$ cat src/wrsi_pkg.sv
// Shared types and constants for the windowed RSI block.
`timescale 1ns / 1ps
package wrsi_pkg;

  localparam int IN_BITS      = 32;
  localparam int CFG_BITS     = 7;
  localparam int QUO_BITS     = 14;
  localparam int OUT_TDATA_W  = 16;
  localparam int PERIOD_RESET = 14;
  localparam int RSI_SCALE    = 10000;
  localparam int RSI_WARMUP   = 5000;
  localparam int RSI_FULL     = 10000;

  typedef struct packed {
    logic cfg_write;
    logic load_price;
    logic ram_read;
    logic evict;
    logic commit;
    logic div_setup;
    logic div_step;
    logic load_out;
  } wrsi_cmd_t;

  typedef struct packed {
    logic div_bypass;
  } wrsi_status_t;

endpackage

$ cat src/wrsi_ram.sv
// Generic single-write, single-read RAM with registered read data.
`timescale 1ns / 1ps
module wrsi_ram #(
  parameter int WIDTH = 33,
  parameter int DEPTH = 64,
  parameter int AW    = (DEPTH > 1) ? $clog2(DEPTH) : 1
) (
  input  logic             clk,
  input  logic             we,
  input  logic [AW-1:0]    waddr,
  input  logic [WIDTH-1:0] wdata,
  input  logic             re,
  input  logic [AW-1:0]    raddr,
  output logic [WIDTH-1:0] rdata
);

  logic [WIDTH-1:0] mem [DEPTH];
  logic [WIDTH-1:0] rdata_r;

  always_ff @(posedge clk) begin
    if (we) begin
      mem[waddr] <= wdata;
    end
    if (re) begin
      rdata_r <= mem[raddr];
    end
  end

  assign rdata = rdata_r;

endmodule

$ cat src/wrsi_ctrl.sv
// Sequencing state machine for the windowed RSI block.
`timescale 1ns / 1ps
module wrsi_ctrl (
  input  logic                  clk,
  input  logic                  rst_n,
  input  logic                  in_tvalid,
  output logic                  in_tready,
  input  logic                  cfg_valid,
  output logic                  cfg_ready,
  output logic                  out_tvalid,
  input  logic                  out_tready,
  input  wrsi_pkg::wrsi_status_t status,
  output wrsi_pkg::wrsi_cmd_t    cmd
);
  import wrsi_pkg::*;

  localparam int CNT_W = $clog2(QUO_BITS);

  typedef enum logic [2:0] {
    S_IDLE,
    S_READ,
    S_EVICT,
    S_COMMIT,
    S_SETUP,
    S_DIVIDE,
    S_DONE
  } state_t;

  state_t           state_r;
  logic             in_ready_r;
  logic             out_valid_r;
  logic [CNT_W-1:0] cnt_r;

  always_comb begin
    in_tready = in_ready_r & ~cfg_valid;
    cfg_ready = in_ready_r;
    out_tvalid = out_valid_r;
    cmd = '0;
    cmd.cfg_write = cfg_valid & in_ready_r;
    cmd.load_price = in_tvalid & in_tready;
    case (state_r)
      S_READ:   cmd.ram_read = 1'b1;
      S_EVICT:  cmd.evict = 1'b1;
      S_COMMIT: cmd.commit = 1'b1;
      S_SETUP:  cmd.div_setup = 1'b1;
      S_DIVIDE: cmd.div_step = 1'b1;
      S_DONE:   cmd.load_out = ~out_valid_r | out_tready;
      default:  cmd.ram_read = 1'b0;
    endcase
  end

  always_ff @(posedge clk) begin
    if (!rst_n) begin
      state_r <= S_IDLE;
      in_ready_r <= 1'b1;
      out_valid_r <= 1'b0;
      cnt_r <= '0;
    end else begin
      if (cmd.load_out) begin
        out_valid_r <= 1'b1;
      end else if (out_tready) begin
        out_valid_r <= 1'b0;
      end
      case (state_r)
        S_IDLE: begin
          if (cmd.load_price) begin
            state_r <= S_READ;
            in_ready_r <= 1'b0;
          end
        end
        S_READ:   state_r <= S_EVICT;
        S_EVICT:  state_r <= S_COMMIT;
        S_COMMIT: state_r <= S_SETUP;
        S_SETUP: begin
          cnt_r <= '0;
          state_r <= status.div_bypass ? S_DONE : S_DIVIDE;
        end
        S_DIVIDE: begin
          if (cnt_r == CNT_W'(QUO_BITS - 1)) begin
            state_r <= S_DONE;
          end else begin
            cnt_r <= cnt_r + CNT_W'(1);
          end
        end
        S_DONE: begin
          if (cmd.load_out) begin
            state_r <= S_IDLE;
            in_ready_r <= 1'b1;
          end
        end
        default: state_r <= S_IDLE;
      endcase
    end
  end

endmodule

$ cat src/wrsi_datapath.sv
// Window history, running sums and restoring divider for the RSI block.
`timescale 1ns / 1ps
module wrsi_datapath #(
  parameter int MAX_PERIOD = 64,
  parameter int PRICE_BITS = 32
) (
  input  logic                              clk,
  input  logic                              rst_n,
  input  wrsi_pkg::wrsi_cmd_t               cmd,
  output wrsi_pkg::wrsi_status_t            status,
  input  logic [wrsi_pkg::IN_BITS-1:0]      in_tdata,
  input  logic [wrsi_pkg::CFG_BITS-1:0]     cfg_data,
  output logic [wrsi_pkg::OUT_TDATA_W-1:0]  out_tdata,
  output logic                              out_tuser
);
  import wrsi_pkg::*;

  localparam int PW    = PRICE_BITS;
  localparam int CW    = PRICE_BITS + 1;
  localparam int SW    = PRICE_BITS + $clog2(MAX_PERIOD + 1);
  localparam int PERW  = $clog2(MAX_PERIOD + 1);
  localparam int SEENW = $clog2(MAX_PERIOD + 2);
  localparam int AW    = (MAX_PERIOD > 1) ? $clog2(MAX_PERIOD) : 1;
  localparam int NW    = SW + QUO_BITS;
  localparam int KW    = ((PERW > SEENW) ? PERW : SEENW) + 1;
  localparam int RESET_PERIOD = (PERIOD_RESET > MAX_PERIOD) ? MAX_PERIOD : PERIOD_RESET;

  logic [PERW-1:0]     period_r;
  logic [PW-1:0]       price_r;
  logic [PW-1:0]       prev_r;
  logic signed [CW-1:0] chg_r;
  logic [AW-1:0]       ptr_r;
  logic [SEENW-1:0]    seen_r;
  logic [SW-1:0]       gain_r;
  logic [SW-1:0]       loss_r;
  logic [NW-1:0]       num_r;
  logic [NW-1:0]       den_r;
  logic [QUO_BITS-1:0] quo_r;
  logic [QUO_BITS-1:0] rsi_r;
  logic                rdy_r;

  logic [IN_BITS+PW-1:0] price_ext;
  logic [CW-1:0]       ev;
  logic [CW-1:0]       ev_neg;
  logic [CW-1:0]       chg_neg;
  logic                ev_pos;
  logic                chg_pos;
  logic                full;
  logic                ptr_wrap;
  logic [SW-1:0]       total;
  logic                ram_we;

  assign price_ext = {PW'(0), in_tdata};
  assign ev_neg    = -ev;
  assign chg_neg   = -chg_r;
  assign ev_pos    = ~ev[CW-1] & (ev != '0);
  assign chg_pos   = ~chg_r[CW-1] & (chg_r != '0);
  assign full      = KW'(seen_r) >= (KW'(period_r) + KW'(1));
  assign ptr_wrap  = (KW'(ptr_r) + KW'(1)) == KW'(period_r);
  assign total     = gain_r + loss_r;
  assign ram_we    = cmd.commit & (seen_r != '0);

  assign status.div_bypass = ~full | (loss_r == '0);
  assign out_tdata = {(OUT_TDATA_W - QUO_BITS)'(0), rsi_r};
  assign out_tuser = rdy_r;

  wrsi_ram #(
    .WIDTH (CW),
    .DEPTH (MAX_PERIOD)
  ) u_ring (
    .clk   (clk),
    .we    (ram_we),
    .waddr (ptr_r),
    .wdata (chg_r),
    .re    (cmd.ram_read),
    .raddr (ptr_r),
    .rdata (ev)
  );

  always_ff @(posedge clk) begin
    if (!rst_n) begin
      period_r <= PERW'(RESET_PERIOD);
      prev_r <= '0;
      ptr_r <= '0;
      seen_r <= '0;
      gain_r <= '0;
      loss_r <= '0;
    end else if (cmd.cfg_write) begin
      if (cfg_data == '0) begin
        period_r <= PERW'(1);
      end else if (int'(cfg_data) > MAX_PERIOD) begin
        period_r <= PERW'(MAX_PERIOD);
      end else begin
        period_r <= PERW'(cfg_data);
      end
      prev_r <= '0;
      ptr_r <= '0;
      seen_r <= '0;
      gain_r <= '0;
      loss_r <= '0;
    end else if (cmd.evict) begin
      if (seen_r != '0 && full) begin
        if (ev_pos) begin
          gain_r <= gain_r - SW'(ev[PW-1:0]);
        end else begin
          loss_r <= loss_r - SW'(ev_neg[PW-1:0]);
        end
      end
    end else if (cmd.commit) begin
      prev_r <= price_r;
      if (seen_r == '0) begin
        seen_r <= SEENW'(1);
      end else begin
        if (!full) begin
          seen_r <= seen_r + SEENW'(1);
        end
        if (chg_pos) begin
          gain_r <= gain_r + SW'(chg_r[PW-1:0]);
        end else begin
          loss_r <= loss_r + SW'(chg_neg[PW-1:0]);
        end
        ptr_r <= ptr_wrap ? '0 : ptr_r + AW'(1);
      end
    end
  end

  always_ff @(posedge clk) begin
    if (cmd.load_price) begin
      price_r <= price_ext[PW-1:0];
    end
    if (cmd.ram_read) begin
      chg_r <= {1'b0, price_r} - {1'b0, prev_r};
    end
    if (cmd.div_setup) begin
      num_r <= NW'(gain_r) * NW'(RSI_SCALE);
      den_r <= NW'(total) << (QUO_BITS - 1);
      quo_r <= '0;
    end else if (cmd.div_step) begin
      if (num_r >= den_r) begin
        num_r <= num_r - den_r;
        quo_r <= {quo_r[QUO_BITS-2:0], 1'b1};
      end else begin
        quo_r <= {quo_r[QUO_BITS-2:0], 1'b0};
      end
      den_r <= den_r >> 1;
    end
    if (cmd.load_out) begin
      rdy_r <= full;
      if (!full) begin
        rsi_r <= QUO_BITS'(RSI_WARMUP);
      end else if (loss_r == '0) begin
        rsi_r <= QUO_BITS'(RSI_FULL);
      end else begin
        rsi_r <= quo_r;
      end
    end
  end

endmodule

$ cat src/window_rsi_indicator_unit.sv
// Top level of the windowed RSI block: controller plus datapath.
//
//  channel | direction | handshake           | payload
//  in_     | in        | in_tvalid/in_tready | in_tdata[31:0] close_price
//  out_    | out       | out_tvalid/out_tready | out_tdata[13:0] rsi_hundredths,
//          |           |                     | out_tuser ready_res
//  cfg_    | in        | cfg_valid/cfg_ready | cfg_data[6:0] rsi_period
//
// An item passes through the restoring divider only when the window is
// full and has losses; otherwise the divider is bypassed.
// Each item takes one ring RAM read and at most one write.
// Reset is synchronous, active low; there is no clearing pass.
// A result waits in the output register while the next item is worked on;
// the next result holds in the last step, input closed, until out_tready frees it.
`timescale 1ns / 1ps
module window_rsi_indicator_unit #(
  parameter int MAX_PERIOD = 64,
  parameter int PRICE_BITS = 32
) (
  input  logic                             clk,
  input  logic                             rst_n,
  input  logic                             in_tvalid,
  output logic                             in_tready,
  input  logic [wrsi_pkg::IN_BITS-1:0]     in_tdata,   // [31:0] close_price
  output logic                             out_tvalid,
  input  logic                             out_tready,
  output logic [wrsi_pkg::OUT_TDATA_W-1:0] out_tdata,  // [13:0] rsi_hundredths
  output logic                             out_tuser,  // [0] ready_res
  input  logic                             cfg_valid,
  output logic                             cfg_ready,
  input  logic [wrsi_pkg::CFG_BITS-1:0]    cfg_data
);
  import wrsi_pkg::*;

  wrsi_cmd_t    cmd;
  wrsi_status_t status;

  wrsi_ctrl u_ctrl (
    .clk        (clk),
    .rst_n      (rst_n),
    .in_tvalid  (in_tvalid),
    .in_tready  (in_tready),
    .cfg_valid  (cfg_valid),
    .cfg_ready  (cfg_ready),
    .out_tvalid (out_tvalid),
    .out_tready (out_tready),
    .status     (status),
    .cmd        (cmd)
  );

  wrsi_datapath #(
    .MAX_PERIOD (MAX_PERIOD),
    .PRICE_BITS (PRICE_BITS)
  ) u_datapath (
    .clk       (clk),
    .rst_n     (rst_n),
    .cmd       (cmd),
    .status    (status),
    .in_tdata  (in_tdata),
    .cfg_data  (cfg_data),
    .out_tdata (out_tdata),
    .out_tuser (out_tuser)
  );

endmodule

$ cat config.mk
export PLATFORM = sky130hd
export DESIGN_NAME = window_rsi_indicator_unit
export DESIGN_NICKNAME = d
export VERILOG_FILES = /design/src/wrsi_pkg.sv /design/src/wrsi_ram.sv /design/src/wrsi_ctrl.sv /design/src/wrsi_datapath.sv /design/src/window_rsi_indicator_unit.sv
export SDC_FILE = /design/constraint.sdc
export NUM_CORES = 2
export LEC_CHECK = 0
export ABC_CLOCK_PERIOD_IN_PS = 19700
export BUFFER_PORTS_ARGS = -buffer_cell sky130_fd_sc_hd__buf_4
export CAP_MARGIN = 25
export CELL_PAD_IN_SITES_DETAIL_PLACEMENT = 0
export CELL_PAD_IN_SITES_GLOBAL_PLACEMENT = 1
export CORE_MARGIN = 4
export CORE_UTILIZATION = 45
export CTS_BUF_LIST = sky130_fd_sc_hd__clkbuf_2
export DETAILED_ROUTE_END_ITERATION = 8
export PLACE_DENSITY_LB_ADDON = 0.1
export SYNTH_ARGS = -nofsm -noshare
export SYNTH_HDL_FRONTEND = slang
export SYNTH_SLANG_ARGS = --single-unit
$ cat constraint.sdc
create_clock -name clk -period 19.7 [get_ports clk]
set_input_delay 0.985 -clock clk [delete_from_list [all_inputs] [get_ports clk]]
set_output_delay 0.985 -clock clk [all_outputs]
set_load 0.02 [all_outputs]
==> results.cfg <==
[drt]
wire_per_inst_um = 29.5
dr.first_iter.drc_count = 7263
drt_wl_total_mm = 356
drtAntennaViolNets = 0
vias = 72600
drtPass1Iterations = 6
vias_per_cell = 6.02
remaining_drc_errors = 0

[worst_setup_path]
crit_buf_inv = 2
crit_type = flop to flop
path_max_fanout = 71
start_kind = flop
slowest_stage = or4b_1
path_delay_family = simple AND/OR/NAND/NOR gates
arrival_ps = 8420
cp-end-kind = flop
required_ps = 21480
crit_path_max_incr_delay_ps = 630

[clocking]
cts.sinks = 2483
post-cts-setup-buffers = 0
htreeDepth = 6
cts_tree = done
root_buffer = clkbuf_2
clock_latency_ps = 1960
cts_inserted_buffers = 648
cts_buffer_depth = 4
clk_pin_slew_ps = 100

[logic_synthesis]
synth_seq_cells = 2483
synthTopCellsByArea = edfxtp_1 64%, a22oi_1 4.7%, ha_1 4.1%, dfxtp_1 3.1%, a21oi_1 2.1%
synthCells = 7837
yosysTopAreaCell = edfxtp_1
synth-edff-count = 2313
avgSynthCellArea_um2 = 13.9
synth_ff_type = edfxtp_1
seq_area_frac_synth_pct = 67.0
netlist.area_leader.share_pct = 63.9
yosys_warnings = 0
async_reset_ff_share_pct = 0
yosysUniqueCellTypes = 93
synthTopCellsByCount = 2313 x edfxtp_1, 679 x a22oi_1, 452 x a21oi_1, 419 x nand2_1, 391 x inv_1
syn-cell-area_um2 = 109000
yosysMostFrequentCell = edfxtp_1

[global_route]
gr-total-overflow = 0
antenna_found_initial = 18
grt_max_degree = 98
grt_pass1_wl_mm = 507
grt_pass1_vias = 72000
grtUsageTotal_pct = 27.9

[timing]
hold_violations = 0
fin_crit_sh_pct = 33.7
rsz0062_at_grt = false
maxSlewHeadroom_pct = 16.6
drv_slew = 0
setup_viol = 0
max_freq_mhz = 151
fin_crit_ps = 6640
setup_tns_ps = 0
clock_skew_ps = 275
hold_ws_ps = 191
worst_pin_slew_ps = 1250

[power_and_ir_drop]
p_leak_nw = 42.4
finalPower_mw = 9.97
power_density_nw_per_um2 = 82.8
ir_drop_mv = 0.0678

[die]
die-area_um2 = 250000
rows = 180
ioPinCount = 64
initial_utilization_pct = 45.2
die_w_um = 500
dieHeight_um = 500
core_area_um2 = 241000

[finish]
final_cell_count_no_fill = 12100
final_net_count = 8963
drive_gt1_share_pct = 15.9
fill_cells = 21300
syn2layout_area_growth_pct = 10.8

[run]
maxCapViolCount = 0

[status]
status = finished clean

[worst_hold_path]
hp-class = primary input to flop

[placement]
portBuffers = 61
gp_congestion = 0.850
post-dp-hpwl_mm = 212
placed_cells = 10900
area by class of cell:
type	count	area (µm²)	share of cell area, %
inverter	392	1470	1.22
clock buffer	935	4680	3.88
timing repair buffer	378	3180	2.64
sequential	2483	72900	60.5
multi-input combinational	4554	33500	27.8
antenna	17	42.5	0.0353
clock inverter	127	783	0.650
tap	3185	3990	3.31
worst paths after layout:
check / from / endpoint / slack, ps / depth (start not counted)
setup / recovery: u_datapath.chg_r[0]$_DFFE_PP_ / u_datapath.loss_r[38]$_SDFFE_PP0P_ / 13060 / 25
hold / removal: out_tready / u_ctrl.cfg_ready$_SDFFE_PN1P_ / 190 / 5
setup reg to reg: u_datapath.chg_r[0]$_DFFE_PP_ / u_datapath.loss_r[38]$_SDFFE_PP0P_ / 13060 / 25
hold reg to reg: u_datapath.quo_r[7]$_SDFFE_PP0P_ / u_datapath.quo_r[8]$_SDFFE_PP0P_ / 440 / 2
sequential cells by signal, summed over array words and instances (netlist names), 32 cells and up:
| signal | count |
|---|---|
| u_datapath.u_ring.mem | 2112 |
| u_datapath.loss_r | 39 |
| u_datapath.num_r | 53 |
| u_datapath.u_ring.rdata | 33 |
| u_datapath.price_r | 32 |
| u_datapath.prev_r | 32 |
| u_datapath.chg_r | 33 |
| u_datapath.gain_r | 39 |
| u_datapath.den_r | 52 |
power breakdown:
group / total (mW) / switching [mW] / internal [mW]
Combinational: 0.630 / 0.443 / 0.187
Sequential: 5.89 / 0.0350 / 5.85
Clock: 3.46 / 2.08 / 1.38
Total: 9.97 / 2.55 / 7.42
placed cells by master, fill, tap and decap left out, drive strengths merged, types with 14 or more instances in the layout:
master and instances:
diode 17, or3 39, clkbuf 935, or4 14, nand3 127, inv 406
fa 109, a21o 113, buf 290, o21a 40, o31ai 24, nor3b 18
xnor2 177, dfxtp 170, mux2i 29, a22o 195, nor2b 43, and2 32
a211oi 30, dlygate4sd3 88, o22ai 42, nor3 86, clkinv 101, nand2b 47
xor2 121, a31oi 213, edfxtp 2313, o21ai 206, o21bai 35, nand4 133
nor4 48, nand2 420, ha 353, or2 14, a22oi 680, a21oi 453
o211ai 28, nor2 313, and3 33, a221oi 196
routing by layer:
| layer | GRT usage [%] | wire length, µm | vias up |
|---|---|---|---|
| met5 | 0 | 10 | - |
| met4 | 9.35 | 11800 | 2 |
| met3 | 4.57 | 27200 | 528 |
| met2 | 46.4 | 171000 | 3279 |
| met1 | 37.4 | 146000 | 36500 |
| li1 | - | - | 32300 |
cells by family after synthesis:
group	Yosys count	share of synthesized area [%]
simple gates	1405	6.33
xor+xnor	298	2.41
flops	2483	67.0
fa+ha+maj	462	6.07
mux	31	0.288
buf+inv	801	2.80
compound gates	2356	15.1
other cells	1	0.00345
per-stage QoR:
stage                     setup WS, ps  cell area (µm²)  utilization [%]
after CTS                        13050           120000             50.1
final                            13060           120000             50.1
after global routing             12450           120000             50.1
after global placement           12920           114000             47.4
after floorplan                  13170           109000                -
after detailed placement         12960           114000             47.4
what timing repair did:
action / CTS / global route
hold buffers: 89 / 0
gates resized for setup: 0 / 0
hold endpoints to repair: 163 / 0
worst min-delay path: cells and delay by family:
family / cells / cell delay (ps)
buffers and inverters: 2 / 640
and+or+nand+nor: 3 / 360
Note: power is estimated with default switching activity, not from simulation.
